$ cat src/hw/rtl/assert_macros.svh
// Assertion macros shared by the RTL files.
// No dependencies.
`ifndef ASSERT_MACROS_SVH
`define ASSERT_MACROS_SVH
// Implication checked on every rising clock edge outside reset.
`define ASSERT_IMPL(label, clk, rst_n, cond) \
  label: assert property (@(posedge clk) disable iff (!rst_n) cond) \
    else $error("assertion failed");
`endif

$ cat src/hw/rtl/sdspi_pkg.sv
// Package for the SD card SPI host sequencer: field widths, codes, phases.
// No dependencies.
package sdspi_pkg;
  localparam int unsigned SectorBytes = 512;
  localparam int unsigned IdxW = $clog2(SectorBytes);

  typedef enum logic [1:0] {
    ACT_INIT = 2'd0, ACT_READ = 2'd1, ACT_DONE = 2'd2, ACT_NONE = 2'd3
  } action_e;

  typedef enum logic [1:0] {
    KIND_XFER = 2'd0, KIND_DATA = 2'd1, KIND_FINISH = 2'd2
  } kind_e;

  typedef enum logic [2:0] {
    ST_OK = 3'd0, ST_CMD0 = 3'd1, ST_CMD8 = 3'd2, ST_READY_TO = 3'd3,
    ST_CMD58 = 3'd4, ST_CMD16 = 3'd5, ST_READ_FAIL = 3'd6, ST_REJECT = 3'd7
  } status_e;

  typedef enum logic [1:0] {
    REG_POLLS = 2'd0, REG_TRIES = 2'd1, REG_TOKEN = 2'd2, REG_ATTEMPTS = 2'd3
  } reg_e;

  typedef enum logic [4:0] {
    PH_IDLE, PH_READY, PH_DUMMY, PH_CMD0, PH_DES0, PH_CMD8, PH_R7, PH_DES8,
    PH_DES8_ERR, PH_CMD55, PH_DES55, PH_CMD41, PH_DES41, PH_CMD58, PH_OCR,
    PH_DES58, PH_DES58_ERR, PH_CMD16, PH_DES16, PH_FINAL, PH_CMD17,
    PH_TOKEN, PH_DATA, PH_CRC, PH_DES_RETRY, PH_DES_FAIL, PH_DES_OK
  } phase_e;

  typedef struct packed {
    logic [1:0]      kind;
    logic [7:0]      tx_byte;
    logic            select_active;
    logic            slow_clock;
    logic [7:0]      data_byte;
    logic [IdxW-1:0] byte_index;
    logic [2:0]      status;
    logic            last_of_run;
  } result_t;

  localparam int unsigned ResultW = $bits(result_t);
  localparam int unsigned OutDataW = ((ResultW - 1 + 7) / 8) * 8;
endpackage

$ cat src/hw/rtl/sd_spi_init_and_sector_read.sv
// SD card SPI-mode host sequencer: init and single-sector read.
// The first result of a request is written into the output queue as the request is accepted.
// Throughput: one request per cycle when not stalled (each yields at most two results,
// which drain through a four-entry queue; s_axis_tready drops while it is near full or a second result waits).
// Reset (rst_ni low, asynchronous): idle, registers at 10/2000/20000/4.
// Depends on sdspi_pkg, sdspi_out_fifo and assert_macros.svh.
`include "assert_macros.svh"
module sd_spi_init_and_sector_read
  import sdspi_pkg::*;
#(
  parameter int unsigned SECTOR_BYTES = SectorBytes
) (
  input  logic                clk_i,
  input  logic                rst_ni,
  input  logic                s_axis_tvalid,
  output logic                s_axis_tready,
  // [31:0] sector, [39:32] rx_byte
  input  logic [39:0]         s_axis_tdata,
  // action
  input  logic [1:0]          s_axis_tuser,
  output logic                m_axis_tvalid,
  input  logic                m_axis_tready,
  // [7:0] tx_byte, [8] select_active, [9] slow_clock, [17:10] data_byte,
  // [26:18] byte_index, [29:27] status, zero fill to 32 bits
  output logic [OutDataW-1:0] m_axis_tdata,
  // kind
  output logic [1:0]          m_axis_tuser,
  output logic                m_axis_tlast,
  input  logic                cfg_valid_i,
  output logic                cfg_ready_o,
  input  logic [1:0]          cfg_index_i,
  input  logic [15:0]         cfg_data_i
);
  localparam int unsigned IW = $clog2(SECTOR_BYTES);

  // configuration registers
  logic [7:0]  polls_q;
  logic [15:0] tries_q, token_q;
  logic [3:0]  attempts_q;

  // sequencer state
  phase_e      phase_q, phase_d;
  logic [15:0] step_q, step_d, try_q, try_d;
  logic        hc_q, hc_d, v2_q, v2_d;
  logic [7:0]  lastr_q, lastr_d;
  logic [15:0] echo_q, echo_d;
  logic [31:0] arg_q, arg_d, sect_q, sect_d;

  logic        in_acc, fifo_empty, fifo_room;
  logic [1:0]  act;
  logic [31:0] sector;
  logic [7:0]  rx;

  // up to two results per request
  result_t     r0, r1;
  logic        v0, v1;
  result_t     fifo_out;

  assign cfg_ready_o   = 1'b1;
  assign s_axis_tready = fifo_room;
  assign in_acc        = s_axis_tvalid && s_axis_tready;
  assign act           = s_axis_tuser;
  assign sector        = s_axis_tdata[31:0];
  assign rx            = s_axis_tdata[39:32];

  function automatic logic is_cmd(phase_e p);
    return p == PH_CMD0 || p == PH_CMD8 || p == PH_CMD55 || p == PH_CMD41 ||
           p == PH_CMD58 || p == PH_CMD16 || p == PH_CMD17;
  endfunction

  function automatic logic [7:0] cmd_code(phase_e p);
    unique case (p)
      PH_CMD8:  return 8'd8;
      PH_CMD55: return 8'd55;
      PH_CMD41: return 8'd41;
      PH_CMD58: return 8'd58;
      PH_CMD16: return 8'd16;
      PH_CMD17: return 8'd17;
      default:  return 8'd0;
    endcase
  endfunction

  always_comb begin
    // working copies of the state, updated step by step
    phase_e      ph;
    logic [15:0] st;
    logic [31:0] arg;
    logic [31:0] byte_addr;
    logic        done;
    logic [7:0]  reply;
    logic        do_reply;
    logic [7:0]  txb;
    logic        mk_xfer;
    logic        fin;
    status_e     fst;
    phase_e      fnext;

    ph = phase_q; st = step_q; arg = arg_q;
    try_d = try_q; hc_d = hc_q; v2_d = v2_q; lastr_d = lastr_q;
    echo_d = echo_q; sect_d = sect_q;
    done = 1'b0; reply = 8'hFF; do_reply = 1'b0; txb = 8'hFF;
    mk_xfer = 1'b0; fin = 1'b0; fst = ST_OK; fnext = PH_IDLE;
    v0 = 1'b0; v1 = 1'b0; r0 = '0; r1 = '0;
    byte_addr = {sect_q[31-IW:0], {IW{1'b0}}};

    if (in_acc) begin
      unique case (act)
        ACT_INIT: begin
          if (phase_q != PH_IDLE && phase_q != PH_READY) begin
            fin = 1'b1; fst = ST_REJECT; fnext = phase_q;
          end else begin
            v2_d = 1'b0; try_d = '0; echo_d = '0;
            ph = PH_DUMMY; st = '0; mk_xfer = 1'b1;
          end
        end
        ACT_READ: begin
          if (phase_q != PH_READY) begin
            fin = 1'b1; fst = ST_REJECT; fnext = phase_q;
          end else begin
            sect_d = sector; try_d = '0;
            if (attempts_q == 4'd0) begin
              ph = PH_DES_FAIL; st = '0; mk_xfer = 1'b1;
            end else begin
              ph = PH_CMD17; st = '0; mk_xfer = 1'b1;
              arg = hc_q ? sector : {sector[31-IW:0], {IW{1'b0}}};
            end
          end
        end
        ACT_DONE: done = 1'b1;
        default: ;
      endcase
    end

    if (done) begin
      if (is_cmd(phase_q)) begin
        if (step_q < 16'd6) begin
          st = step_q + 16'd1; mk_xfer = 1'b1;
          unique case (st[2:0])
            3'd1:    txb = 8'h40 | cmd_code(phase_q);
            3'd2:    txb = arg_q[31:24];
            3'd3:    txb = arg_q[23:16];
            3'd4:    txb = arg_q[15:8];
            3'd5:    txb = arg_q[7:0];
            3'd6:    txb = (phase_q == PH_CMD0) ? 8'h95 :
                           (phase_q == PH_CMD8) ? 8'h87 : 8'hFF;
            default: txb = 8'hFF;
          endcase
        end else if (step_q == 16'd6) begin
          if (polls_q == 8'd0) begin
            do_reply = 1'b1; reply = 8'hFF;
          end else begin
            st = 16'd7; mk_xfer = 1'b1;
          end
        end else if (!rx[7] || (step_q - 16'd6) >= {8'd0, polls_q}) begin
          do_reply = 1'b1; reply = rx;
        end else begin
          st = step_q + 16'd1; mk_xfer = 1'b1;
        end
      end else begin
        unique case (phase_q)
          PH_DUMMY: begin
            st = step_q + 16'd1; mk_xfer = 1'b1;
            if (st >= 16'd10) begin ph = PH_CMD0; st = '0; arg = '0; end
          end
          PH_DES0: begin
            if (lastr_q != 8'h01) begin fin = 1'b1; fst = ST_CMD0; end
            else begin ph = PH_CMD8; st = '0; arg = 32'h0000_01AA; mk_xfer = 1'b1; end
          end
          PH_R7: begin
            echo_d = {echo_q[7:0], rx};
            st = step_q + 16'd1; mk_xfer = 1'b1;
            if (st >= 16'd4) begin
              ph = (echo_d == 16'h01AA) ? PH_DES8 : PH_DES8_ERR; st = '0;
            end
          end
          PH_DES8: begin
            try_d = '0;
            if (tries_q == 16'd0) begin fin = 1'b1; fst = ST_READY_TO; end
            else begin ph = PH_CMD55; st = '0; arg = '0; mk_xfer = 1'b1; end
          end
          PH_DES8_ERR: begin fin = 1'b1; fst = ST_CMD8; end
          PH_DES55: begin
            ph = PH_CMD41; st = '0; mk_xfer = 1'b1;
            arg = v2_q ? 32'h4000_0000 : 32'h0;
          end
          PH_DES41: begin
            if (lastr_q == 8'h00) begin
              ph = PH_CMD58; st = '0; arg = '0; mk_xfer = 1'b1;
            end else begin
              try_d = try_q + 16'd1;
              if (try_d >= tries_q) begin fin = 1'b1; fst = ST_READY_TO; end
              else begin ph = PH_CMD55; st = '0; arg = '0; mk_xfer = 1'b1; end
            end
          end
          PH_OCR: begin
            if (step_q == 16'd0) hc_d = rx[6];
            st = step_q + 16'd1; mk_xfer = 1'b1;
            if (st >= 16'd4) begin ph = PH_DES58; st = '0; end
          end
          PH_DES58_ERR: begin fin = 1'b1; fst = ST_CMD58; end
          PH_DES58: begin
            mk_xfer = 1'b1; st = '0;
            if (hc_q) ph = PH_FINAL;
            else begin ph = PH_CMD16; arg = 32'(SECTOR_BYTES); end
          end
          PH_DES16: begin
            if (lastr_q != 8'h00) begin fin = 1'b1; fst = ST_CMD16; end
            else begin ph = PH_FINAL; st = '0; mk_xfer = 1'b1; end
          end
          PH_FINAL: begin fin = 1'b1; fst = ST_OK; fnext = PH_READY; end
          PH_TOKEN: begin
            st = step_q + 16'd1; mk_xfer = 1'b1;
            if (rx == 8'hFE) begin ph = PH_DATA; st = '0; end
            else if (st >= token_q) begin ph = PH_DES_RETRY; st = '0; end
          end
          PH_DATA: begin
            v0 = 1'b1;
            r0.kind = KIND_DATA; r0.data_byte = rx; r0.byte_index = step_q[IW-1:0];
            st = step_q + 16'd1; mk_xfer = 1'b1;
            if (st >= 16'(SECTOR_BYTES)) begin ph = PH_CRC; st = '0; end
          end
          PH_CRC: begin
            st = step_q + 16'd1; mk_xfer = 1'b1;
            if (st >= 16'd2) begin ph = PH_DES_OK; st = '0; end
          end
          PH_DES_RETRY: begin
            try_d = try_q + 16'd1; st = '0; mk_xfer = 1'b1;
            if (try_d >= {12'd0, attempts_q}) ph = PH_DES_FAIL;
            else begin
              ph = PH_CMD17;
              arg = hc_q ? sect_q : byte_addr;
            end
          end
          PH_DES_FAIL: begin fin = 1'b1; fst = ST_READ_FAIL; fnext = PH_READY; end
          PH_DES_OK: begin fin = 1'b1; fst = ST_OK; fnext = PH_READY; end
          default: ;
        endcase
      end
    end

    if (do_reply) begin
      lastr_d = reply; st = '0; mk_xfer = 1'b1;
      unique case (phase_q)
        PH_CMD0:  ph = PH_DES0;
        PH_CMD8: begin
          if (reply == 8'h01) begin v2_d = 1'b1; ph = PH_R7; end
          else if (!reply[2]) ph = PH_DES8_ERR;
          else ph = PH_DES8;
        end
        PH_CMD55: ph = PH_DES55;
        PH_CMD41: ph = PH_DES41;
        PH_CMD58: ph = (reply != 8'h00) ? PH_DES58_ERR : PH_OCR;
        PH_CMD16: ph = PH_DES16;
        default:  ph = (reply != 8'h00 || token_q == 16'd0) ? PH_DES_RETRY : PH_TOKEN;
      endcase
    end

    if (fin) begin
      ph = fnext;
      if (fnext != phase_q) st = '0; else st = step_q;
    end

    // transfer result uses the phase after the step
    if (mk_xfer) begin
      result_t x;
      x = '0;
      x.kind = KIND_XFER;
      x.tx_byte = txb;
      x.select_active = is_cmd(ph) || ph == PH_R7 || ph == PH_OCR ||
                        ph == PH_TOKEN || ph == PH_DATA || ph == PH_CRC;
      x.slow_clock = (ph >= PH_DUMMY) && (ph <= PH_DES16);
      if (v0) begin v1 = 1'b1; r1 = x; end
      else begin v0 = 1'b1; r0 = x; end
    end
    if (fin) begin
      v0 = 1'b1; r0 = '0; r0.kind = KIND_FINISH; r0.status = fst;
    end
    if (v1) r1.last_of_run = 1'b1;
    else if (v0) r0.last_of_run = 1'b1;

    phase_d = ph; step_d = st; arg_d = arg;
  end

  always_ff @(posedge clk_i or negedge rst_ni) begin
    if (!rst_ni) begin
      polls_q <= 8'd10; tries_q <= 16'd2000; token_q <= 16'd20000;
      attempts_q <= 4'd4;
      phase_q <= PH_IDLE; step_q <= '0; try_q <= '0; hc_q <= 1'b1;
      v2_q <= 1'b0; lastr_q <= 8'hFF; echo_q <= '0; arg_q <= '0; sect_q <= '0;
    end else begin
      if (cfg_valid_i) begin
        unique case (reg_e'(cfg_index_i))
          REG_POLLS:    polls_q <= cfg_data_i[7:0];
          REG_TRIES:    tries_q <= cfg_data_i;
          REG_TOKEN:    token_q <= cfg_data_i;
          REG_ATTEMPTS: attempts_q <= cfg_data_i[3:0];
          default: ;
        endcase
      end
      phase_q <= phase_d; step_q <= step_d; try_q <= try_d; hc_q <= hc_d;
      v2_q <= v2_d; lastr_q <= lastr_d; echo_q <= echo_d; arg_q <= arg_d;
      sect_q <= sect_d;
    end
  end

  // When a request yields two results, the first enters the queue directly and the second via a holding stage.
  result_t hold_q;
  logic    hold_v_q;
  logic    push;
  result_t push_data;

  always_comb begin
    push = 1'b0; push_data = r0;
    if (hold_v_q) begin push = 1'b1; push_data = hold_q; end
    else if (v0) push = 1'b1;
  end

  always_ff @(posedge clk_i or negedge rst_ni) begin
    if (!rst_ni) hold_v_q <= 1'b0;
    else if (hold_v_q) hold_v_q <= 1'b0;
    else hold_v_q <= v0 && v1;
  end
  always_ff @(posedge clk_i) begin
    if (!hold_v_q && v1) hold_q <= r1;
  end

  // A second result is pushed the next cycle, so no request is taken then.
  logic room_raw;
  sdspi_out_fifo u_fifo (
    .clk_i, .rst_ni,
    .push_i(push), .push_data_i(push_data),
    .empty_o(fifo_empty), .room_two_o(room_raw),
    .valid_o(m_axis_tvalid), .ready_i(m_axis_tready), .data_o(fifo_out)
  );
  assign fifo_room = room_raw && !hold_v_q;

  assign m_axis_tuser = fifo_out.kind;
  assign m_axis_tlast = fifo_out.last_of_run;
  assign m_axis_tdata = OutDataW'({fifo_out.status, fifo_out.byte_index,
                                   fifo_out.data_byte, fifo_out.slow_clock,
                                   fifo_out.select_active, fifo_out.tx_byte});

  `ASSERT_IMPL(a_hold_once, clk_i, rst_ni, hold_v_q |=> !hold_v_q)
  `ASSERT_IMPL(a_no_accept_hold, clk_i, rst_ni, hold_v_q |-> !s_axis_tready)
  `ASSERT_IMPL(a_data_in_read, clk_i, rst_ni, (phase_q == PH_DATA) |-> hc_q || !hc_q)
endmodule

$ cat src/hw/rtl/sdspi_out_fifo.sv
// Four-entry result queue between the sequencer and the master-side stream.
// Depends on sdspi_pkg and assert_macros.svh.
`include "assert_macros.svh"
module sdspi_out_fifo
  import sdspi_pkg::*;
(
  input  logic    clk_i,
  input  logic    rst_ni,
  input  logic    push_i,
  input  result_t push_data_i,
  output logic    empty_o,
  output logic    room_two_o,
  output logic    valid_o,
  input  logic    ready_i,
  output result_t data_o
);
  localparam int unsigned Depth = 4;
  result_t          mem_q [Depth];
  logic [1:0]       wr_q, rd_q;
  logic [2:0]       cnt_q;
  logic             pop;

  assign pop        = valid_o && ready_i;
  assign valid_o    = cnt_q != 3'd0;
  assign empty_o    = cnt_q == 3'd0;
  assign room_two_o = cnt_q <= 3'd2;
  assign data_o     = mem_q[rd_q];

  always_ff @(posedge clk_i) begin
    if (push_i) mem_q[wr_q] <= push_data_i;
  end

  always_ff @(posedge clk_i or negedge rst_ni) begin
    if (!rst_ni) begin
      wr_q  <= '0;
      rd_q  <= '0;
      cnt_q <= '0;
    end else begin
      if (push_i) wr_q <= wr_q + 2'd1;
      if (pop) rd_q <= rd_q + 2'd1;
      cnt_q <= cnt_q + {2'b0, push_i} - {2'b0, pop};
    end
  end

  `ASSERT_IMPL(a_no_overflow, clk_i, rst_ni, (push_i && !pop) |-> (cnt_q != 3'd4))
  `ASSERT_IMPL(a_no_underflow, clk_i, rst_ni, (cnt_q == 3'd0) |-> !pop)
  `ASSERT_IMPL(a_count_step, clk_i, rst_ni, (push_i && !pop) |=> (cnt_q == $past(cnt_q) + 3'd1))
endmodule

$ cat config.mk
export PLATFORM = sky130hd
export DESIGN_NAME = sd_spi_init_and_sector_read
export DESIGN_NICKNAME = d
export VERILOG_FILES = /design/src/hw/rtl/sdspi_pkg.sv /design/src/hw/rtl/sd_spi_init_and_sector_read.sv /design/src/hw/rtl/sdspi_out_fifo.sv
export VERILOG_INCLUDE_DIRS = /design/src /design/src/hw/rtl
export SDC_FILE = /design/constraint.sdc
export NUM_CORES = 1
export LEC_CHECK = 0
export ABC_AREA = 1
export BUFFER_PORTS_ARGS = -buffer_cell sky130_fd_sc_hd__buf_4
export CAP_MARGIN = 40
export CELL_PAD_IN_SITES_DETAIL_PLACEMENT = 1
export CELL_PAD_IN_SITES_GLOBAL_PLACEMENT = 1
export CORE_AREA = 2 2 196 198
export CTS_CLUSTER_DIAMETER = 150
export DETAILED_ROUTE_END_ITERATION = 7
export DIE_AREA = 0 0 198 200
export PLACE_DENSITY = 0.91
export SLEW_MARGIN = 20
export SYNTH_ARGS = -nofsm -noshare
export SYNTH_HDL_FRONTEND = slang
export SYNTH_SLANG_ARGS = --single-unit
export TNS_END_PERCENT = 100
$ cat constraint.sdc
create_clock -name clk_i -period 11.7 [get_ports clk_i]
set_clock_uncertainty 0.15 [all_clocks]
set_input_delay 1.17 -clock clk_i [delete_from_list [all_inputs] [get_ports clk_i]]
set_output_delay 1.17 -clock clk_i [all_outputs]
set_load 0.01 [all_outputs]
==> impl_metrics.py, run 1 <==
metrics = {
    "status": {
        "status": "complete, no violations",
    },
    "power_and_ir_drop": {
        "vdd_drop_max_uv": 110.0,
        "power_density_mw_per_mm2": 244.4,
        "p_leak_nw": 9.227,
        "power_w": 0.005129,
    },
    "flow_run": {
        "maxCapViolations": 0,
    },
    "setup_path": {
        "crit_type": "reg2reg",
        "r2r_start": "try_q[0]",
        "cp.arrival_ns": 5.87,
        "cp.required_ns": 12.05,
        "crit_buf_inv": 7,
        "cp-end-kind": "register",
        "start_kind": "register",
        "critical_path.startpoint": "try_q[0]",
        "critPathMaxStageDelay_ns": 0.45,
        "critPathMaxFanout": 6,
        "slowest_stage": "dfrtp_1",
        "cp_top_family": "simple AND/OR/NAND/NOR gates",
    },
    "synthesis": {
        "yosysTopAreaCell": "edfxtp_1",
        "synth.distinct_cells": 75,
        "syn-instance-count": 2251,
        "ys_async_sr_fraction_pct": 54.46,
        "synth_area_leaders": "edfxtp_1, dfrtp_1, nand2_1",
        "yosys_warnings": 0,
        "synth_top_area_share_pct": 23.18,
        "ys.flop_type": "dfrtp_1",
        "ys_seq_area_share_pct": 46.43,
        "synthesis.area_mm2": 0.01853,
        "synth-edff-count": 143,
        "synth_area_per_cell_um2": 8.230,
        "synth_seq_cells": 314,
    },
    "placed_design": {
        "detailed_place_hpwl_um": 45930,
        "place_area_mm2": 0.01974,
        "globalplace.congestion": 0.9554,
        "portBuffers": 99,
    },
    "timing": {
        "slew_viol_final": 0,
        "tightest_slew_ns": 0.8587,
        "max_freq_mhz": 181.4,
        "max_slew_margin_pct": 42.69,
        "period_needed_ns": 5.514,
        "rsz0062_at_grt": "false",
        "finalSetupViolCount": 0,
        "post-route-period-util_pct": 47.13,
        "hold_viol_final": 0,
        "fin_setup_tns_ns": 0,
    },
    "cells_and_area": {
        "final_nets": 2448,
        "syn2layout_area_growth_pct": 13.29,
        "final_util_pct": 56.12,
        "fin_area_mm2": 0.02099,
        "drive_above_1_share_pct": 13.48,
    },
    "global_route": {
        "grt_pass1_vias": 17880,
        "grt_max_degree": 87,
        "gr-total-overflow": 0,
        "antenna_found_initial": 1,
        "grt_pass1_wl_um": 99840,
        "track_usage_pct": 32.72,
    },
    "route": {
        "via_count": 17070,
        "wire_per_inst_um": 22.37,
        "first_pass_iters": 5,
        "vias_per_cell": 5.961,
        "wl_um": 64080,
        "drt_iter0_drc": 1215,
        "drtAntennaViolNets": 0,
        "drc": 0,
    },
    "floorplanning": {
        "row_count": 71,
        "die_h_um": 200,
        "die_area_mm2": 0.03960,
        "ioPinCount": 103,
        "coreArea_mm2": 0.03740,
        "initial_core_util_pct": 49.53,
        "die_x_um": 198,
    },
    "cts": {
        "insertion_delay_ns": 0.57,
        "cts_setup_buffers": 0,
        "cts_root_buf": "clkbuf_16",
        "htree_num_levels": 2,
        "cts_buffers": 36,
        "clk_pin_slew_ns": 0.06,
        "cts-resized-gates": 0,
        "clk_path_buf_depth": 3,
        "cts_num_sinks": 314,
        "cts_tree": "built",
        "cts_hold_buf": 0,
    },
    "worst_hold_path": {
        "hp-class": "in2async",
    },
}
cells in the final DEF, fill, tap and decap left out, types with 36 or more instances in the layout:
cell and n:
a21oi_1 78, buf_4 110, clkbuf_16 36, dfrtp_1 147, edfxtp_1 143, ha_1 58
inv_1 275, nand2_1 421, nand3_1 100, nand4_1 40, nor2_1 236, o21ai_0 275
o22ai_1 49
Yosys cell counts (26+ instances only):
master / count
clkbuf_1: 67
o211ai_1: 26
dfrtp_1: 148
nand4_1: 40
ha_1: 58
nor3_1: 31
inv_1: 275
o21ai_0: 275
a21oi_1: 78
nor2_1: 240
o22ai_1: 49
o32ai_1: 30
nand2_1: 421
nand3_1: 101
edfxtp_1: 143
path summary, 6_finish.rpt:
| kind | to | slack [ns] | depth (start not counted) |
|---|---|---|---|
| max reg2reg | u_fifo.cnt_q[1] | 6.19 | 28 |
| min | try_q[8] | 0.30 | 1 |
| max in group asynchronous | lastr_q[1] | 10.09 | 3 |
| min reg2reg | tries_q[11] | 0.34 | 2 |
| min in group clk_i | tries_q[11] | 0.34 | 2 |
| max | u_fifo.cnt_q[1] | 6.19 | 28 |
registers in the layout, indices dropped and copies added, names as in the netlist, 11 cells and up:
name / cells
tries_q: 16
step_q: 16
hold_q: 11
arg_q: 32
token_q: 16
try_q: 16
u_fifo.mem_q: 132
sect_q: 32
cell families (layout without fill, tap and decap cells):
group / Yosys count / count (layout) / synth area share (%)
buffers and inverters: 394 / 493 / 8.510
muxes: 12 / 12 / 0.7024
DFF: 314 / 314 / 46.43
adders and majority gates: 59 / 59 / 4.025
xor gates and xnor gates: 17 / 17 / 0.8443
and+or+nand+nor: 920 / 920 / 22.41
other: 2 / 5 / 0.04054
AOI/OAI and AO/OA: 533 / 533 / 17.03
power by group:
group	internal [W]	switching, W	leakage, nW
Clock	0.000686	0.000478	0.573
Sequential	0.00140	0.000259	3.42
Combinational	0.000757	0.00154	5.24
metal layers:
| layer | GRT usage [%] | up-vias | wire, um |
|---|---|---|---|
| met4 | 12.98 | 0 | 2274 |
| met2 | 56.57 | 606 | 31530 |
| li1 | - | 7818 | - |
| met3 | 5.595 | 149 | 4105 |
| met1 | 41.02 | 8499 | 26170 |
| met5 | 0 | - | 0 |
final cells by class:
cell class	instances	area, um^2
antenna	1	2.502
clock buffer	54	998.5
clock inverter	12	195.2
fill	4499	16410
inverter	305	1154
multi-input combinational	1545	8369
sequential	314	8603
tap	511	639.4
timing repair buffer	122	1026
stage by stage:
stage	hold WS (ns)	setup WS, ns	std cells
after floorplan	0.2941	6.898	2253
after global placement	0.3051	6.150	2785
after detailed placement	0.3275	6.214	2793
after CTS	0.2925	6.242	2859
after global routing	0.3079	5.789	2863
final	0.3032	6.186	2864
No activity file was read; power rests on OpenSTA's default activity.
==> inputs of run 2 (changes only) <==
--- a/config.mk
+++ b/config.mk
@@ -11,11 +11,11 @@
 export CAP_MARGIN = 40
 export CELL_PAD_IN_SITES_DETAIL_PLACEMENT = 1
 export CELL_PAD_IN_SITES_GLOBAL_PLACEMENT = 1
-export CORE_AREA = 2 2 196 198
+export CORE_AREA = 2 2 211 213
 export CTS_CLUSTER_DIAMETER = 150
 export DETAILED_ROUTE_END_ITERATION = 7
-export DIE_AREA = 0 0 198 200
-export PLACE_DENSITY = 0.91
+export DIE_AREA = 0 0 213 215
+export PLACE_DENSITY = 0.84
 export SLEW_MARGIN = 20
 export SYNTH_ARGS = -nofsm -noshare
 export SYNTH_HDL_FRONTEND = slang
==> constraint.sdc (replaced) <==
create_clock -name clk_i -period 4.8 [get_ports clk_i]
set_clock_uncertainty 0.15 [all_clocks]
set_input_delay 0.48 -clock clk_i [delete_from_list [all_inputs] [get_ports clk_i]]
set_output_delay 0.48 -clock clk_i [all_outputs]
set_load 0.01 [all_outputs]
==> impl_metrics.py, run 2 (same netlist as run 1, synthesis figures left out) <==
metrics = {
    "status": {
        "status": "complete, no violations",
    },
    "cts": {
        "cts_buffers": 37,
        "cts_root_buf": "clkbuf_16",
        "cts_tree": "built",
        "htree_num_levels": 2,
        "cts_num_sinks": 314,
        "insertion_delay_ns": 0.58,
        "clk_pin_slew_ns": 0.06,
        "clk_path_buf_depth": 3,
    },
    "flow_run": {
        "maxCapViolations": 0,
    },
    "placed_design": {
        "detailed_place_hpwl_um": 46780,
        "globalplace.congestion": 0.9571,
        "portBuffers": 99,
    },
    "power_and_ir_drop": {
        "power_frac_seq_pct": 31.0,
        "power_w": 0.01274,
        "power_density_mw_per_mm2": 592.1,
        "p_int_w": 0.007184,
        "p_sw_share_pct": 43.61,
        "p_clk_share_pct": 23.5,
        "p_sw_w": 0.005556,
        "power_frac_comb_pct": 45.5,
        "vdd_drop_max_uv": 358.7,
        "p_leak_nw": 9.449,
    },
    "cells_and_area": {
        "regMostFlops": "u_fifo.mem_q",
        "n_antenna_cell": 0,
        "drive_above_1_share_pct": 14.91,
        "regArea_mm2": 0.008606,
        "multi_input_area_mm2": 0.008387,
        "final_common_cell": "nand2_1",
        "mostFrequentLayoutCells": "nand2_1, o21ai_0, inv_1, nor2_1, dfrtp_1",
        "largest_registers": "u_fifo.mem_q (132), arg_q (32), sect_q (32)",
        "final_nets": 2483,
        "largest_reg_flops": 132,
        "syn2layout_area_growth_pct": 16.14,
        "fill_cells": 5215,
        "final_util_pct": 49.30,
    },
    "setup_path": {
        "critPathMaxStageDelay_ns": 0.42,
        "cp.required_ns": 5.17,
        "slowest_stage": "fa_1",
        "cp.arrival_ns": 4.79,
        "crit_type": "reg2reg",
        "start_kind": "register",
        "crit_buf_inv": 5,
        "critPathMaxFanout": 6,
        "cp_common_cell": "nand2_1",
        "cp-end-kind": "register",
        "cp_top_family": "simple AND/OR/NAND/NOR gates",
    },
    "route": {
        "drt_iter0_drc": 1285,
        "wl_um": 63680,
        "vias_per_cell": 5.751,
        "via_count": 17140,
        "drtAntennaViolNets": 0,
        "wire_per_inst_um": 21.37,
        "first_pass_iters": 5,
        "drc": 0,
    },
    "timing": {
        "slew_viol_final": 0,
        "tightest_slew_ns": 0.8713,
        "max_slew_margin_pct": 41.38,
        "post-route-period-util_pct": 92.04,
        "max_freq_mhz": 226.3,
        "whs_ns": 0.02738,
        "period_needed_ns": 4.418,
        "rsz0062_at_grt": "false",
        "finalSetupViolCount": 0,
        "hold_viol_final": 0,
    },
    "worst_hold_path": {
        "hp-class": "in2reg",
    },
    "floorplanning": {
        "ioPinCount": 103,
        "initial_core_util_pct": 42.45,
        "die_x_um": 213,
        "die_area_mm2": 0.04580,
        "coreArea_mm2": 0.04364,
        "die_h_um": 215,
        "row_count": 77,
    },
    "global_route": {
        "grt_pass1_vias": 17820,
        "grt_pass1_wl_um": 99750,
        "track_usage_pct": 27.97,
        "antenna_found_initial": 0,
        "gr-total-overflow": 0,
        "grt_max_degree": 91,
    },
}
## run 2: changes by cell type in the layout (fill, tap and decap cells not counted), moves of 2 or more
cell,delta
clkbuf_16,+2
clkbuf_1,-5
dlygate4sd3_1,+8
buf_8,-3
dfrtp_2,+2
nor2_1,-2
clkbuf_8,+6
buf_12,+4
buf_4,+26
dfrtp_1,-2
## run 2: per-stage QoR
stage	instances	TNS, ns	cell area (um^2)	worst slack, ns
2_1_floorplan	2253	-0.2423	18530	-0.001835
3_3_place_gp	2892	0	19950	0.2411
3_5_place_dp	2896	0	20010	0.09922
4_1_cts	2972	0	21400	0.08755
5_1_grt	2980	0	21520	0.02203
6_report	2980	0	21520	0.3820
## run 2: worst paths after layout
path | startpoint | end | slack, ns | cells past startpoint
setup / recovery | try_q[0] | u_fifo.cnt_q[1] | 0.38 | 26
hold / removal | cfg_data_i[9] | tries_q[9] | 0.03 | 3
setup reg to reg | try_q[0] | u_fifo.cnt_q[1] | 0.38 | 26
hold reg to reg | lastr_q[6] | lastr_q[6] | 0.33 | 2
max in group asynchronous | rst_ni | tries_q[0] | 3.61 | 3
min in group asynchronous | rst_ni | u_fifo.rd_q[1] | 0.12 | 2
## run 2: area by class of cell
type	instances	share of cell area (%)
clock inverter	12	1.012
sequential	314	40.00
inverter	305	5.362
tap	592	3.443
multi-input combinational	1545	38.98
clock buffer	56	5.053
timing repair buffer	156	6.153
## run 2: power groups by stage
stage / sequential, W / clock, W / combinational, W
floorplan: 0.00372 / 0 / 0.00378
global placement: 0.00393 / 0 / 0.00534
detailed placement: 0.00396 / 0 / 0.00566
CTS: 0.00392 / 0.00305 / 0.00571
global route: 0.00400 / 0.00314 / 0.00641
finish: 0.00395 / 0.00299 / 0.00580
## run 2: repair_timing
item                                    in CTS  in global routing
endpoints found under the setup margin       0                174
resized for setup                            0                  7
hold buffers                                 8                  0
setup buffers                                0                  5
hold endpoints to repair                    88                  0
## run 2: worst min-delay path, cell delays in order
cell and delay, ns:
buf_4 0.11, inv_1 0.07, o21ai_0 0.08
## run 2: layer usage
| metal | vias to the layer above | GRT usage, % | wire length, um |
|---|---|---|---|
| li1 | 7882 | - | - |
| met5 | - | 0 | 0 |
| met2 | 537 | 47.32 | 31000 |
| met4 | 0 | 10.61 | 2067 |
| met3 | 125 | 3.697 | 3559 |
| met1 | 8593 | 36.32 | 27050 |
